==> config.mk <==
export PLATFORM = sky130hd
export DESIGN_NAME = time_of_day_brightness_schedule_flat
export DESIGN_NICKNAME = d
export VERILOG_FILES = /design/src/design/todbs_pkg.sv /design/src/design/todbs_if.sv /design/src/design/todbs_regs.sv /design/src/design/todbs_mul.sv /design/src/design/todbs_div.sv /design/src/design/time_of_day_brightness_schedule.sv /design/src/flat_wrapper.sv
export SDC_FILE = /design/constraint.sdc
export NUM_CORES = 1
export LEC_CHECK = 0
export BUFFER_PORTS_ARGS = -buffer_cell sky130_fd_sc_hd__buf_4
export CORE_MARGIN = 3
export CORE_UTILIZATION = 40
export DETAILED_ROUTE_END_ITERATION = 16
export MAX_ROUTING_LAYER = met4
export PLACE_DENSITY_LB_ADDON = 0.15
export SKIP_LAST_GASP = 1
export SLEW_MARGIN = 40
export SYNTH_ARGS = -nofsm -noshare
export SYNTH_HDL_FRONTEND = slang
export SYNTH_HIERARCHICAL = 1
export SYNTH_SLANG_ARGS = --single-unit
==> constraint.sdc <==
create_clock -name clk -period 5.4 [get_ports clk]
set_input_delay 0.54 -clock clk [delete_from_list [all_inputs] [get_ports clk]]
set_output_delay 0.54 -clock clk [all_outputs]
set_load 0.005 [all_outputs]
==> src/design/todbs_pkg.sv <==
package todbs_pkg;

	localparam int SEC_W  = 17;
	localparam int LVL_W  = 8;
	localparam int PROD_W = SEC_W + LVL_W;
	localparam int NUM_W  = PROD_W + 2;
	localparam int SUM_W  = NUM_W + 1;
	localparam int STEP_W = $clog2(LVL_W);
	localparam int ADDR_W = 5;
	localparam int DATA_W = 32;

	localparam logic [SEC_W-1:0] SECS_PER_DAY    = 17'd86400;
	localparam logic [SEC_W-1:0] SECS_PER_HOUR   = 17'd3600;
	localparam logic [SEC_W-1:0] SECS_PER_MINUTE = 17'd60;
	localparam logic [LVL_W-1:0] NO_WINDOW_LEVEL = 8'd255;
	localparam logic [LVL_W-1:0] MAX_LEVEL       = 8'd255;

	localparam logic [SEC_W-1:0] RST_BRIGHT_START = 17'd25200;
	localparam logic [SEC_W-1:0] RST_BRIGHT_END   = 17'd75600;
	localparam logic [SEC_W-1:0] RST_DIM_START    = 17'd79200;
	localparam logic [SEC_W-1:0] RST_DIM_END      = 17'd21600;
	localparam logic [LVL_W-1:0] RST_NORMAL_LEVEL = 8'd255;
	localparam logic [LVL_W-1:0] RST_DIM_LEVEL    = 8'd16;
	localparam logic [LVL_W-1:0] RST_GRAD_THRESH  = 8'd64;

	typedef enum logic [2:0] {
		REG_BRIGHT_START = 3'd0,
		REG_BRIGHT_END   = 3'd1,
		REG_DIM_START    = 3'd2,
		REG_DIM_END      = 3'd3,
		REG_NORMAL_LEVEL = 3'd4,
		REG_DIM_LEVEL    = 3'd5,
		REG_GRAD_THRESH  = 3'd6
	} reg_idx_t;

	typedef struct packed {
		logic [SEC_W-1:0] bright_start_sec;
		logic [SEC_W-1:0] bright_end_sec;
		logic [SEC_W-1:0] dim_start_sec;
		logic [SEC_W-1:0] dim_end_sec;
		logic [LVL_W-1:0] normal_level;
		logic [LVL_W-1:0] dim_level;
		logic [LVL_W-1:0] gradient_threshold;
	} cfg_t;

	typedef enum logic [2:0] {
		WIN_BRIGHT,
		WIN_DIM,
		WIN_DIMMING,
		WIN_BRIGHTENING,
		WIN_NONE
	} win_t;

	typedef enum logic [3:0] {
		ST_IDLE,
		ST_CLASS,
		ST_DIFF,
		ST_RAMP,
		ST_MUL,
		ST_SUM,
		ST_CHECK,
		ST_DIV,
		ST_DONE
	} state_t;

	function automatic logic in_window(input logic [SEC_W-1:0] t,
			input logic [SEC_W-1:0] lo, input logic [SEC_W-1:0] hi);
		if (lo <= hi) begin
			return (t >= lo) && (t <= hi);
		end
		return (t <= hi) || (t >= lo);
	endfunction

	// Inputs stay below twice a day, so one subtraction reduces them.
	function automatic logic [SEC_W-1:0] mod_day(input logic [SEC_W-1:0] v);
		return (v >= SECS_PER_DAY) ? v - SECS_PER_DAY : v;
	endfunction

	function automatic logic [SEC_W-1:0] day_diff(input logic [SEC_W-1:0] a,
			input logic [SEC_W-1:0] b);
		logic [SEC_W:0] diff;
		diff = {1'b0, a} - {1'b0, b};
		if (diff[SEC_W]) begin
			diff = diff + {1'b0, SECS_PER_DAY};
		end
		return diff[SEC_W-1:0];
	endfunction

endpackage

==> src/design/todbs_if.sv <==
interface todbs_in_if;
	logic       valid;
	logic       ready;
	logic [4:0] hour_of_day;
	logic [5:0] minute_of_hour;
	logic [5:0] second_of_minute;

	modport source (output valid, hour_of_day, minute_of_hour, second_of_minute, input ready);
	modport sink (input valid, hour_of_day, minute_of_hour, second_of_minute, output ready);
endinterface

interface todbs_out_if;
	logic       valid;
	logic       ready;
	logic [7:0] level;
	logic       level_changed;
	logic       threshold_crossed;

	modport source (output valid, level, level_changed, threshold_crossed, input ready);
	modport sink (input valid, level, level_changed, threshold_crossed, output ready);
endinterface

==> src/design/todbs_regs.sv <==
module todbs_regs (
	input  logic                           clk,
	input  logic                           arst_n,
	input  logic                           psel,
	input  logic                           penable,
	input  logic                           pwrite,
	input  logic [todbs_pkg::ADDR_W-1:0]   paddr,
	input  logic [todbs_pkg::DATA_W-1:0]   pwdata,
	output logic [todbs_pkg::DATA_W-1:0]   prdata,
	output logic                           pready,
	output todbs_pkg::cfg_t                cfg
);
	import todbs_pkg::*;

	cfg_t     cfg_q;
	reg_idx_t idx;
	logic     wr_en;

	assign idx    = reg_idx_t'(paddr[4:2]);
	assign wr_en  = psel && penable && pwrite;
	assign pready = 1'b1;
	assign cfg    = cfg_q;

	always_ff @(posedge clk or negedge arst_n) begin
		if (!arst_n) begin
			cfg_q.bright_start_sec   <= RST_BRIGHT_START;
			cfg_q.bright_end_sec     <= RST_BRIGHT_END;
			cfg_q.dim_start_sec      <= RST_DIM_START;
			cfg_q.dim_end_sec        <= RST_DIM_END;
			cfg_q.normal_level       <= RST_NORMAL_LEVEL;
			cfg_q.dim_level          <= RST_DIM_LEVEL;
			cfg_q.gradient_threshold <= RST_GRAD_THRESH;
		end else if (wr_en) begin
			unique case (idx)
				REG_BRIGHT_START: cfg_q.bright_start_sec   <= pwdata[SEC_W-1:0];
				REG_BRIGHT_END:   cfg_q.bright_end_sec     <= pwdata[SEC_W-1:0];
				REG_DIM_START:    cfg_q.dim_start_sec      <= pwdata[SEC_W-1:0];
				REG_DIM_END:      cfg_q.dim_end_sec        <= pwdata[SEC_W-1:0];
				REG_NORMAL_LEVEL: cfg_q.normal_level       <= pwdata[LVL_W-1:0];
				REG_DIM_LEVEL:    cfg_q.dim_level          <= pwdata[LVL_W-1:0];
				REG_GRAD_THRESH:  cfg_q.gradient_threshold <= pwdata[LVL_W-1:0];
				default: begin
				end
			endcase
		end
	end

	always_comb begin
		unique case (idx)
			REG_BRIGHT_START: prdata = DATA_W'(cfg_q.bright_start_sec);
			REG_BRIGHT_END:   prdata = DATA_W'(cfg_q.bright_end_sec);
			REG_DIM_START:    prdata = DATA_W'(cfg_q.dim_start_sec);
			REG_DIM_END:      prdata = DATA_W'(cfg_q.dim_end_sec);
			REG_NORMAL_LEVEL: prdata = DATA_W'(cfg_q.normal_level);
			REG_DIM_LEVEL:    prdata = DATA_W'(cfg_q.dim_level);
			REG_GRAD_THRESH:  prdata = DATA_W'(cfg_q.gradient_threshold);
			default:          prdata = '0;
		endcase
	end

endmodule

==> src/design/todbs_mul.sv <==
module todbs_mul (
	input  logic                          clk,
	input  logic                          arst_n,
	input  logic                          start,
	input  logic [todbs_pkg::LVL_W-1:0]   mplier,
	input  logic [todbs_pkg::SEC_W-1:0]   mcand,
	output logic [todbs_pkg::PROD_W-1:0]  product,
	output logic                          done
);
	import todbs_pkg::*;

	localparam logic [STEP_W-1:0] LAST_STEP = STEP_W'(LVL_W - 1);

	logic [LVL_W-1:0]  mplier_q;
	logic [PROD_W-1:0] mcand_q;
	logic [PROD_W-1:0] acc_q;
	logic [STEP_W-1:0] cnt_q;
	logic              busy_q;
	logic              done_q;

	// One multiplier bit per cycle, least significant first.
	always_ff @(posedge clk) begin
		if (start) begin
			mplier_q <= mplier;
			mcand_q  <= PROD_W'(mcand);
			acc_q    <= '0;
		end else if (busy_q) begin
			if (mplier_q[0]) begin
				acc_q <= acc_q + mcand_q;
			end
			mplier_q <= mplier_q >> 1;
			mcand_q  <= mcand_q << 1;
		end
	end

	always_ff @(posedge clk or negedge arst_n) begin
		if (!arst_n) begin
			busy_q <= 1'b0;
			cnt_q  <= '0;
			done_q <= 1'b0;
		end else begin
			done_q <= busy_q && (cnt_q == LAST_STEP);
			if (start) begin
				busy_q <= 1'b1;
				cnt_q  <= '0;
			end else if (busy_q) begin
				cnt_q <= cnt_q + 1'b1;
				if (cnt_q == LAST_STEP) begin
					busy_q <= 1'b0;
				end
			end
		end
	end

	assign product = acc_q;
	assign done    = done_q;

endmodule

==> src/design/todbs_div.sv <==
module todbs_div (
	input  logic                         clk,
	input  logic                         arst_n,
	input  logic                         start,
	input  logic [todbs_pkg::NUM_W-1:0]  num,
	input  logic [todbs_pkg::SEC_W-1:0]  den,
	output logic [todbs_pkg::LVL_W-1:0]  quot,
	output logic                         done
);
	import todbs_pkg::*;

	localparam logic [STEP_W-1:0] LAST_STEP = STEP_W'(LVL_W - 1);

	logic [NUM_W-1:0]  rem_q;
	logic [PROD_W-1:0] dv_q;
	logic [LVL_W-1:0]  quot_q;
	logic [STEP_W-1:0] cnt_q;
	logic              busy_q;
	logic              done_q;
	logic              fits;

	// The divisor is twice den, aligned to the top quotient bit.
	assign fits = rem_q >= NUM_W'(dv_q);

	always_ff @(posedge clk) begin
		if (start) begin
			rem_q  <= num;
			dv_q   <= {den, {LVL_W{1'b0}}};
			quot_q <= '0;
		end else if (busy_q) begin
			if (fits) begin
				rem_q <= rem_q - NUM_W'(dv_q);
			end
			quot_q <= {quot_q[LVL_W-2:0], fits};
			dv_q   <= dv_q >> 1;
		end
	end

	always_ff @(posedge clk or negedge arst_n) begin
		if (!arst_n) begin
			busy_q <= 1'b0;
			cnt_q  <= '0;
			done_q <= 1'b0;
		end else begin
			done_q <= busy_q && (cnt_q == LAST_STEP);
			if (start) begin
				busy_q <= 1'b1;
				cnt_q  <= '0;
			end else if (busy_q) begin
				cnt_q <= cnt_q + 1'b1;
				if (cnt_q == LAST_STEP) begin
					busy_q <= 1'b0;
				end
			end
		end
	end

	assign quot = quot_q;
	assign done = done_q;

endmodule

==> src/design/time_of_day_brightness_schedule.sv <==
// Brightness schedule: each time-of-day transaction is mapped to one panel level. A time in the
// bright or dim window or in no window goes from acceptance through the classify and difference
// states straight to the done state; a time on a ramp also runs the bit-serial multipliers and
// the restoring divider that compute the rounded ramp level exactly. A ramp of zero duration
// skips the multipliers and the divider, and a ramp value that saturates skips the divider.
// One time is processed at a time; the next is accepted as soon as the previous result has moved
// into the output register, even while that result still waits to be taken. Registers are written
// over the APB port at byte address 4*i and should only be changed while the block is idle.
module time_of_day_brightness_schedule (
	input  logic                          clk,
	input  logic                          arst_n,
	todbs_in_if.sink                      time_in,
	todbs_out_if.source                   level_out,
	input  logic                          psel,
	input  logic                          penable,
	input  logic                          pwrite,
	input  logic [todbs_pkg::ADDR_W-1:0]  paddr,
	input  logic [todbs_pkg::DATA_W-1:0]  pwdata,
	output logic [todbs_pkg::DATA_W-1:0]  prdata,
	output logic                          pready
);
	import todbs_pkg::*;

	cfg_t cfg;

	state_t state_q;
	state_t state_d;

	logic              in_fire;
	logic              mul_start;
	logic              div_start;
	logic              out_load;
	logic [SEC_W-1:0]  tod_next;

	logic [SEC_W-1:0]  tod_q;
	logic [SEC_W-1:0]  tm_q;
	logic [SEC_W-1:0]  rsm_q;
	logic [SEC_W-1:0]  rem_q;
	logic [SEC_W-1:0]  e_q;
	logic [SEC_W-1:0]  d_q;
	logic [LVL_W-1:0]  from_q;
	logic [LVL_W-1:0]  to_q;
	win_t              win_q;
	logic [SUM_W-1:0]  n_q;
	logic [LVL_W-1:0]  lvl_q;

	win_t              win_sel;
	logic [SEC_W-1:0]  rs_sel;
	logic [SEC_W-1:0]  re_sel;
	logic [LVL_W-1:0]  from_sel;
	logic [LVL_W-1:0]  to_sel;

	logic              ramp_neg;
	logic [LVL_W-1:0]  ramp_mag;
	logic [PROD_W-1:0] p_base;
	logic [PROD_W-1:0] p_slope;
	logic              mul_done_a;
	logic              mul_done_b;
	logic [SUM_W-1:0]  n_next;
	logic              n_over;
	logic [LVL_W-1:0]  div_quot;
	logic              div_done;

	logic              out_valid_q;
	logic [LVL_W-1:0]  out_level_q;
	logic              out_changed_q;
	logic              out_crossed_q;
	logic [LVL_W-1:0]  applied_q;
	logic              lvl_changed;
	logic              lvl_crossed;

	todbs_regs u_regs (
		.clk     (clk),
		.arst_n  (arst_n),
		.psel    (psel),
		.penable (penable),
		.pwrite  (pwrite),
		.paddr   (paddr),
		.pwdata  (pwdata),
		.prdata  (prdata),
		.pready  (pready),
		.cfg     (cfg)
	);

	assign time_in.ready = (state_q == ST_IDLE);
	assign in_fire       = time_in.valid && time_in.ready;

	assign tod_next = SEC_W'(time_in.hour_of_day) * SECS_PER_HOUR
		+ SEC_W'(time_in.minute_of_hour) * SECS_PER_MINUTE
		+ SEC_W'(time_in.second_of_minute);

	always_comb begin
		win_sel  = WIN_NONE;
		rs_sel   = cfg.dim_end_sec;
		re_sel   = cfg.bright_start_sec;
		from_sel = cfg.dim_level;
		to_sel   = cfg.normal_level;
		priority if (in_window(tod_q, cfg.bright_start_sec, cfg.bright_end_sec)) begin
			win_sel = WIN_BRIGHT;
		end else if (in_window(tod_q, cfg.dim_start_sec, cfg.dim_end_sec)) begin
			win_sel = WIN_DIM;
		end else if (in_window(tod_q, cfg.bright_end_sec, cfg.dim_start_sec)) begin
			win_sel  = WIN_DIMMING;
			rs_sel   = cfg.bright_end_sec;
			re_sel   = cfg.dim_start_sec;
			from_sel = cfg.normal_level;
			to_sel   = cfg.dim_level;
		end else if (in_window(tod_q, cfg.dim_end_sec, cfg.bright_start_sec)) begin
			win_sel = WIN_BRIGHTENING;
		end else begin
			win_sel = WIN_NONE;
		end
	end

	assign ramp_neg = to_q < from_q;
	assign ramp_mag = ramp_neg ? from_q - to_q : to_q - from_q;

	todbs_mul u_mul_base (
		.clk     (clk),
		.arst_n  (arst_n),
		.start   (mul_start),
		.mplier  (from_q),
		.mcand   (d_q),
		.product (p_base),
		.done    (mul_done_a)
	);

	todbs_mul u_mul_slope (
		.clk     (clk),
		.arst_n  (arst_n),
		.start   (mul_start),
		.mplier  (ramp_mag),
		.mcand   (e_q),
		.product (p_slope),
		.done    (mul_done_b)
	);

	// Numerator of the rounded ramp value: 2*from*d + 2*(to-from)*e + d.
	always_comb begin
		n_next = {2'b00, p_base, 1'b0} + SUM_W'(d_q);
		if (ramp_neg) begin
			n_next = n_next - {2'b00, p_slope, 1'b0};
		end else begin
			n_next = n_next + {2'b00, p_slope, 1'b0};
		end
	end

	assign n_over = n_q[NUM_W-1:0] >= {1'b0, d_q, {(LVL_W + 1){1'b0}}};

	todbs_div u_div (
		.clk    (clk),
		.arst_n (arst_n),
		.start  (div_start),
		.num    (n_q[NUM_W-1:0]),
		.den    (d_q),
		.quot   (div_quot),
		.done   (div_done)
	);

	always_ff @(posedge clk or negedge arst_n) begin
		if (!arst_n) begin
			state_q <= ST_IDLE;
		end else begin
			state_q <= state_d;
		end
	end

	always_comb begin
		state_d   = state_q;
		mul_start = 1'b0;
		div_start = 1'b0;
		out_load  = 1'b0;
		unique case (state_q)
			ST_IDLE: begin
				if (in_fire) begin
					state_d = ST_CLASS;
				end
			end
			ST_CLASS: begin
				state_d = ST_DIFF;
			end
			ST_DIFF: begin
				if (win_q == WIN_DIMMING || win_q == WIN_BRIGHTENING) begin
					state_d = ST_RAMP;
				end else begin
					state_d = ST_DONE;
				end
			end
			ST_RAMP: begin
				if (d_q == '0) begin
					state_d = ST_DONE;
				end else begin
					mul_start = 1'b1;
					state_d   = ST_MUL;
				end
			end
			ST_MUL: begin
				if (mul_done_a && mul_done_b) begin
					state_d = ST_SUM;
				end
			end
			ST_SUM: begin
				state_d = ST_CHECK;
			end
			ST_CHECK: begin
				if (n_q[SUM_W-1] || n_over) begin
					state_d = ST_DONE;
				end else begin
					div_start = 1'b1;
					state_d   = ST_DIV;
				end
			end
			ST_DIV: begin
				if (div_done) begin
					state_d = ST_DONE;
				end
			end
			ST_DONE: begin
				if (!out_valid_q || level_out.ready) begin
					out_load = 1'b1;
					state_d  = ST_IDLE;
				end
			end
			default: begin
				state_d = ST_IDLE;
			end
		endcase
	end

	always_ff @(posedge clk) begin
		if (in_fire) begin
			tod_q <= tod_next;
		end
		if (state_q == ST_CLASS) begin
			tm_q   <= mod_day(tod_q);
			rsm_q  <= mod_day(rs_sel);
			rem_q  <= mod_day(re_sel);
			from_q <= from_sel;
			to_q   <= to_sel;
			win_q  <= win_sel;
		end
		if (state_q == ST_DIFF) begin
			e_q <= day_diff(tm_q, rsm_q);
			d_q <= day_diff(rem_q, rsm_q);
			unique case (win_q)
				WIN_BRIGHT: lvl_q <= cfg.normal_level;
				WIN_DIM:    lvl_q <= cfg.dim_level;
				default:    lvl_q <= NO_WINDOW_LEVEL;
			endcase
		end
		if (state_q == ST_RAMP && d_q == '0) begin
			lvl_q <= to_q;
		end
		if (state_q == ST_SUM) begin
			n_q <= n_next;
		end
		if (state_q == ST_CHECK) begin
			if (n_q[SUM_W-1]) begin
				lvl_q <= '0;
			end else if (n_over) begin
				lvl_q <= MAX_LEVEL;
			end
		end
		if (state_q == ST_DIV && div_done) begin
			lvl_q <= div_quot;
		end
	end

	assign lvl_changed = lvl_q != applied_q;
	assign lvl_crossed = lvl_changed
		&& ((applied_q <= cfg.gradient_threshold) != (lvl_q <= cfg.gradient_threshold));

	always_ff @(posedge clk or negedge arst_n) begin
		if (!arst_n) begin
			out_valid_q <= 1'b0;
			applied_q   <= '0;
		end else begin
			if (out_load) begin
				out_valid_q <= 1'b1;
				applied_q   <= lvl_q;
			end else if (level_out.ready) begin
				out_valid_q <= 1'b0;
			end
		end
	end

	always_ff @(posedge clk) begin
		if (out_load) begin
			out_level_q   <= lvl_q;
			out_changed_q <= lvl_changed;
			out_crossed_q <= lvl_crossed;
		end
	end

	assign level_out.valid             = out_valid_q;
	assign level_out.level             = out_level_q;
	assign level_out.level_changed     = out_changed_q;
	assign level_out.threshold_crossed = out_crossed_q;

	a_cross_needs_change: assert property (@(posedge clk) disable iff (!arst_n)
		level_out.valid |-> (!level_out.threshold_crossed || level_out.level_changed))
		else $error("threshold crossing reported without a level change");

	a_applied_matches: assert property (@(posedge clk) disable iff (!arst_n)
		level_out.valid |-> (applied_q == level_out.level))
		else $error("applied level differs from the level shown");

	a_mul_lockstep: assert property (@(posedge clk) disable iff (!arst_n)
		mul_done_a == mul_done_b)
		else $error("ramp multipliers out of step");

	a_div_in_state: assert property (@(posedge clk) disable iff (!arst_n)
		div_done |-> (state_q == ST_DIV))
		else $error("divider finished outside the divide state");

endmodule
==> src/flat_wrapper.sv <==
// flat-port wrapper written by rule: the top's interface ports become plain ports
module time_of_day_brightness_schedule_flat import todbs_pkg::*;
  (clk, arst_n, psel, penable, pwrite, paddr, pwdata, prdata, pready, time_in_valid, time_in_hour_of_day, time_in_minute_of_hour, time_in_second_of_minute, time_in_ready, level_out_valid, level_out_level, level_out_level_changed, level_out_threshold_crossed, level_out_ready);
  todbs_in_if time_in_i ();
  todbs_out_if level_out_i ();
  input  logic clk;
  input  logic arst_n;
  input  logic psel;
  input  logic penable;
  input  logic pwrite;
  input  logic [todbs_pkg::ADDR_W-1:0] paddr;
  input  logic [todbs_pkg::DATA_W-1:0] pwdata;
  output logic [todbs_pkg::DATA_W-1:0] prdata;
  output logic pready;
  input wire logic [$bits(time_in_i.valid)-1:0] time_in_valid;
  input wire logic [$bits(time_in_i.hour_of_day)-1:0] time_in_hour_of_day;
  input wire logic [$bits(time_in_i.minute_of_hour)-1:0] time_in_minute_of_hour;
  input wire logic [$bits(time_in_i.second_of_minute)-1:0] time_in_second_of_minute;
  output wire logic [$bits(time_in_i.ready)-1:0] time_in_ready;
  output wire logic [$bits(level_out_i.valid)-1:0] level_out_valid;
  output wire logic [$bits(level_out_i.level)-1:0] level_out_level;
  output wire logic [$bits(level_out_i.level_changed)-1:0] level_out_level_changed;
  output wire logic [$bits(level_out_i.threshold_crossed)-1:0] level_out_threshold_crossed;
  input wire logic [$bits(level_out_i.ready)-1:0] level_out_ready;
  assign time_in_i.valid = time_in_valid;
  assign time_in_i.hour_of_day = time_in_hour_of_day;
  assign time_in_i.minute_of_hour = time_in_minute_of_hour;
  assign time_in_i.second_of_minute = time_in_second_of_minute;
  assign time_in_ready = time_in_i.ready;
  assign level_out_valid = level_out_i.valid;
  assign level_out_level = level_out_i.level;
  assign level_out_level_changed = level_out_i.level_changed;
  assign level_out_threshold_crossed = level_out_i.threshold_crossed;
  assign level_out_i.ready = level_out_ready;
  time_of_day_brightness_schedule u_core (.clk(clk), .arst_n(arst_n), .time_in(time_in_i), .level_out(level_out_i), .psel(psel), .penable(penable), .pwrite(pwrite), .paddr(paddr), .pwdata(pwdata), .prdata(prdata), .pready(pready));
endmodule
==> run metrics, run 1 <==
min-delay worst type=in2reg; Setup crit end kind=flop; vias per inst=5.471; Yosys Warn Count=6; Setup WS pre-CTS=about 0.3 ns; WL/cell=19.66 um; DRT iter0 DRCs=1,478; chip height=300.6 um; count of flip-flops with a built-in enable after synthesis=253; type of origin of the critical path=flop; Rel. slew slack=38.34%; Cell Area, Synth=between 30,000 and 40,000 um^2; sequential fraction of the synthesis area=35.84%; Worst Path Max Fanout=10; CTS tree=yes; status=completed; synthesis-to-finish area growth=11.76%; DR pass1 iterations=5; input/output buffers=72; Die Wd=300.6 um; clk_skew=about 0.028 ns; clock sink total=463; Ports=106; root buffer cell=clkbuf_16; Via Count=26.36k; Worst Setup Slack, final=0.3932 ns; P_leak=16.26 nW; GP Congestion=0.9472; worst skew pair latency=0.64 ns; fmax=199.7 MHz; share of layout cells above drive strength 1=between 10% and 20%; Final min period=~5 ns; clk slew on worst S/H paths=approximately 0.060 ns; # placed instances=4,714; Num CTS Buffers=54; Avg Inst Size Synth=9.885 um^2; final setup TNS=0 ns; fin nets=about 4.1k; die area=roughly 90,000 um^2; Setup Buffers After CTS=0; Final Cycle Share=92.72%; fin. max-slew vios=0; DRC=0; VDD IR-drop max=0.3996 mV; Max Buffers Root-to-Sink=3; Seq cells post-synth=463; ANT nets after route=0; Worst EP required=5.76 ns; synthesized instance count=approximately 3.5k; ys async rst share=25.92%; CORE AREA=85,680 um^2; WL final=94,710 um; non-filler cells, final=4,818; grt total ovfl=0; worst slew pin tran=approximately 0.92 ns; global-route usage over all layers=approximately a fifth; Cell variety after synth=119; CP Cell Sequence=ha_1 -> nand4_1 -> nor4_1 -> nor4_1 -> a21oi_1 -> nand2_1 -> a31oi_1 -> and3b_4 -> nand2_1 -> o21ai_1 -> ha_1 -> nor2_1 -> a2111oi_1 -> o21ai_0 -> mux2_4 -> a211oi_2 -> xnor2_1 -> mux2i_1; critical path's slowest cell=edfxtp_1; max incr delay on CP=about 0.59 ns; num rows=107; Final HPWL DP=about 74,000 um; Max Cap Violations=0; initial antenna violation count=0; Crit Path Class=reg2reg; Cell Pwr Density=around 680 nW/um^2; Top FF cell, synth=edfxtp_1; vias in the first global route=26.34k; Fin. Hold Viols=0; final setup violating endpoints=0; CP arrival=5.37 ns; H-tree levels=2; largest net degree at the start of global routing=107; first-pass GRT wire length=148,600 um; initial core utilization=40.53%
-- Yosys cell counts (33+ instances only) --
library cell  count  share of area, %
a21o_1           68               1.5
dfstp_2          35               2.6
ha_1            394                14
nor3_1           52              0.75
nand3_1          63              0.91
nand2_1         244               2.6
inv_1           277               3.0
xor2_1           67               1.7
nor2_1          210               2.3
o21a_1           45              0.97
nor4_1           33              0.59
xnor2_1         157               4.0
nor2b_1          53              0.95
dfxtp_1          90               5.2
a21oi_1         236               3.4
o21ai_0         111               1.6
nand4_1          52              0.94
dfrtp_1          85               6.1
mux2i_1          71               2.0
a211oi_1         42              0.91
clkbuf_1         49              0.53
mux2_2          157               5.1
edfxtp_1        253                22
o21ai_1          58              0.84
-- final cells by class --
| class | count | area, um^2 |
|---|---|---|
| Antenna cell | 1 | 2.502 |
| Clock buffer | 68 | 1466 |
| Clock inverter | 34 | 415.4 |
| Fill cell | 8274 | 46870 |
| Inverter | 280 | 1051 |
| Multi-Input combinational cell | 2668 | 20750 |
| Sequential cell | 463 | 12450 |
| Tap cell | 1144 | 1431 |
| Timing Repair Buffer | 160 | 1249 |
-- stage by stage --
step           util [%]  total power, mW  instance area [um^2]  hold slack, ns
2_1_floorplan         -            18.48                 34780          0.2444
3_3_place_gp      43.02            22.26                 36860          0.4668
3_5_place_dp      43.05            22.36                 36890          0.4760
4_1_cts           45.26            26.36                 38780         0.06381
5_1_grt           45.29            28.58                 38810         0.06964
6_report          45.29            26.26                 38810         0.09559
-- kinds of logic after synthesis --
logic type | Yosys count | share of synthesized area [%]
muxes | 258 | 8.428
xor gates and xnor gates | 224 | 5.650
DFF | 463 | 35.84
AOI/OAI and AO/OA | 846 | 16.48
buffers and inverters | 396 | 4.763
adders and majority gates | 420 | 15.64
and+or+nand+nor | 904 | 13.18
other | 2 | 0.02163
-- path summary, 6_finish.rpt --
check	to	slack, ns	start	cells past startpoint
worst min-delay path	u_core/tod_q[0]	0.1	time_in_second_of_minute[0]	1
worst min register to register	u_core/u_mul_base/product[15]	0.48	u_core/u_mul_base/product[15]	2
worst max-delay path	u_core/rsm_q[10]	0.39	u_core/tod_q[12]	18
worst max register to register	u_core/rsm_q[10]	0.39	u_core/tod_q[12]	18
max in group asynchronous	u_core/u_regs/cfg[85]	3.89	arst_n	3
min in group asynchronous	u_core/u_regs/cfg[2]	0.43	arst_n	2
-- timing repair --
item,4_1_cts,5_1_grt
setup endpoints to repair,0,9
endpoints found under the hold margin,25,0
gates resized for setup,0,6
hold buffers,1,0
-- critical path: cells and delay by family, from the launching register on --
kind            cells  cell delay (ns)
fa+ha+maj           2             0.66
mux                 2             0.43
flops               1             0.59
xor+xnor            1             0.17
simple gates        7             1.43
compound gates      6             1.48
-- sequential cells by signal, indices dropped and copies added, names as in the netlist, 25 cells and up --
name,cells
u_core/u_mul_slope/product,25
u_core/u_div/rem_q,27
u_core/u_regs/cfg,92
u_core/u_mul_base/mcand_q,25
u_core/u_mul_slope/mcand_q,25
u_core/n_q,28
u_core/u_div/dv_q,25
u_core/u_mul_base/product,25
-- layer usage --
layer	track usage [%]	share of wire, %	routed length [um]
met5	-	0	0
met4	5.994	3.0	2838
met3	2.120	3.5	3306
met2	35.60	48	45180
met1	27.74	46	43390
-- cell usage in the layout (no fill, tap or decap), types with 32 or more instances in the layout --
master,synthesis,layout
xnor2_1,157,157
o21a_1,45,45
xor2_1,67,67
buf_4,24,154
a21oi_1,236,236
a21o_1,68,68
nor3_1,52,52
edfxtp_1,253,253
mux2_2,157,157
ha_1,394,394
clkbuf_16,0,56
dfxtp_1,90,90
nand4_1,52,52
dfrtp_1,85,85
nand2_1,244,244
nand3_1,63,63
nor4_1,33,32
mux2i_1,71,71
o21ai_0,111,111
dfstp_2,35,35
nor2_1,210,206
o21ai_1,58,56
a211oi_1,42,42
inv_1,277,276
nor2b_1,53,53
o31ai_1,32,32
-- report_power, final --
group	switching (mW)	internal [mW]
registers	1.25	5.88
clock network	1.55	2.32
logic	8.63	6.64
(Power assumes the default switching activity.)
==> inputs of run 2 (changes only) <==
- PLACE_DENSITY_LB_ADDON: 0.15 -> not set
- SLEW_MARGIN: 40 -> 25
==> run metrics, run 2 (synthesis results as in run 1) <==
Largest register FFs=92 (unchanged); fin. max-slew vios=0 (unchanged); Rel. slew slack=27.24% (-11 points); most common cell after layout, fill and taps aside=ha_1; die area=90,380 um^2 (unchanged); Max Buffers Root-to-Sink=3 (unchanged); top layer in use=met4; synthesis-to-finish area growth=10.92%; worst setup path startpoint=u_core/from_q[0]; most frequent cells in the layout=ha_1 (392), inv_1 (276), edfxtp_1 (253), nand2_1 (244), a21oi_1 (236); ANT nets after route=0 (unchanged); initial antenna violation count=0 (unchanged); chip height=300.6 um (unchanged); initial core utilization=40.53% (unchanged); DRC=0 (unchanged); Die Wd=300.6 um (unchanged); type of origin of the critical path=flop; clock sink total=463 (unchanged); num rows=107 (unchanged); P_leak=16.11 nW (-0.92%); Setup crit end kind=flop; vias in the first global route=26.10k (-0.91%); VDD IR-drop max=0.3663 mV (-8.3%); first-pass GRT wire length=145,400 um (-2.2%); Final min period=4.998 ns (-0.008703 ns); Max Cap Violations=0 (unchanged); # placed instances=4,706 (-0.17%); Diodes inserted=0 (-1); CP arrival=5.37 ns (about the same); clk_skew=0.04296 ns (+0.01528 ns); Setup WS pre-CTS=0.3011 ns (+0.001933 ns); global-route usage over all layers=20.69% (-0.68 points); Final Util=44.95% (-0.34 points); status=completed; fin nets=4,097 (-0.22%); Via Count=26.58k (+0.85%); Worst Setup Slack, final=0.4019 ns (+0.008703 ns); WL/cell=19.06 um (-3.0%); WL met3=4146 um (+25%); Worst Path Max Fanout=11 (+1); CTS tree=yes; Final HPWL DP=71,300 um (-4.0%); worst slew pin tran=1.064 ns (+0.1474 ns); non-filler cells, final=4,807 (-0.23%); wire length on met2=42,800 um (-5.3%); min-delay worst type=in2async; Filler Cells Inserted=8,306 (+0.39%); DR pass1 iterations=6 (+1); worst skew pair latency=0.63 ns (about the same); DRT iter0 DRCs=1,760 (+19%); WL final=91,630 um (-3.3%); Num CTS Buffers=53 (-1.9%); Worst EP required=5.78 ns (+0.02 ns); CORE AREA=85,680 um^2 (unchanged); Critical R2R Launch=u_core/from_q[0]; final setup violating endpoints=0 (unchanged); GP Congestion=0.9928 (+4.8%); clk slew on worst S/H paths=0.06 ns (about the same); grt total ovfl=0 (unchanged); largest net degree at the start of global routing=90 (-16%); input/output buffers=72 (unchanged); fmax=200.1 MHz (+0.17%); Crit Path Class=reg2reg; Fin. Hold Viols=0 (unchanged); Design Power=25.87 mW (-1.5%); H-tree levels=2 (unchanged); Cell Pwr Density=671.7 nW/um^2 (-0.74%); share of layout cells above drive strength 1=14.06% (-0.42 points); vias per inst=5.530 (+1.1%); wl on met1=41,980 um (-3.2%); root buffer cell=clkbuf_16; Final Cycle Share=92.56% (-0.16 points); RSZ-0062 raised after global routing=no; final setup TNS=0 ns (unchanged); Ports=106 (unchanged)
-- run 2: cell count changes in the layout (fill, tap and decap cells not counted), sizes merged --
cell         previous run  this run
diode                   1         0
clkinv                 23        13
clkinvlp                3         1
clkbuf                 68        87
buf                   159       152
inv                   280       279
dlygate4sd3             1         0
bufinv                  8         0
-- run 2: timing repair --
| item | in CTS | in global routing |
|---|---|---|
| endpoints found under the setup margin | 0 | 12 |
| setup buffers | 0 | 1 |
| resized for setup | 0 | 10 |
| hold buffers | 0 | 0 |
-- run 2: worst paths after layout --
kind                                                 to  slack [ns]  cells after the start
max                                      u_core/n_q[26]        0.40                     24
min                                 u_core/applied_q[0]        0.04                      1
max reg2reg                              u_core/n_q[26]        0.40                     24
min reg2reg                u_core/u_mul_base/product[8]        0.48                      2
max in group asynchronous         u_core/u_regs/cfg[37]        4.04                      2
min in group clk                        u_core/tod_q[0]        0.08                      1
-- run 2: layout make-up --
class | count | area, um^2 | area share (%)
inverters | 280 | 1051 | 2.729
clock inverters | 13 | 133.9 | 0.3476
repair buffers | 152 | 1154 | 2.995
well taps | 1144 | 1431 | 3.716
clock buffers | 87 | 1555 | 4.038
flip-flops and latches | 463 | 12450 | 32.31
multi-input cells | 2668 | 20750 | 53.86
-- run 2: routing by layer --
metal,vias to the layer above,GRT usage [%]
li1,13078,-
met1,12759,27.36
met2,621,33.63
met3,126,2.307
met4,0,5.936
met5,-,-
-- run 2: critical path, cell delays in order (launching register included) --
cell	delay, ns
edfxtp_1	0.43
ha_1	0.26
fa_1	0.39
nor2b_1	0.14
o21ai_0	0.11
a21boi_0	0.19
o21a_1	0.14
o21a_1	0.11
o21ai_1	0.07
buf_4	0.15
nand2_1	0.15
buf_4	0.24
nor2_1	0.08
xor2_1	0.15
ha_1	0.33
nand2b_1	0.07
a21boi_1	0.27
o41ai_1	0.12
buf_4	0.15
o31a_1	0.29
o21ai_2	0.23
nand4_1	0.12
a41oi_1	0.26
a311oi_1	0.15
xnor2_1	0.14
-- run 2: power breakdown --
part / leakage [nW] / internal, mW / total [mW] / switching (mW)
combinational: 10.7 / 6.65 / 15.3 / 8.60
clock: 0.816 / 1.98 / 3.48 / 1.50
sequential: 4.56 / 5.88 / 7.14 / 1.26
total: 16.1 / 14.5 / 25.9 / 11.4
-- run 2: per-stage QoR --
stage,cell area [um^2],hold slack (ns)
floorplan,34780,0.2444
global placement,36780,0.4653
detailed placement,36790,0.4814
CTS,38480,0.02224
global route,38520,0.04464
finish,38520,0.03902
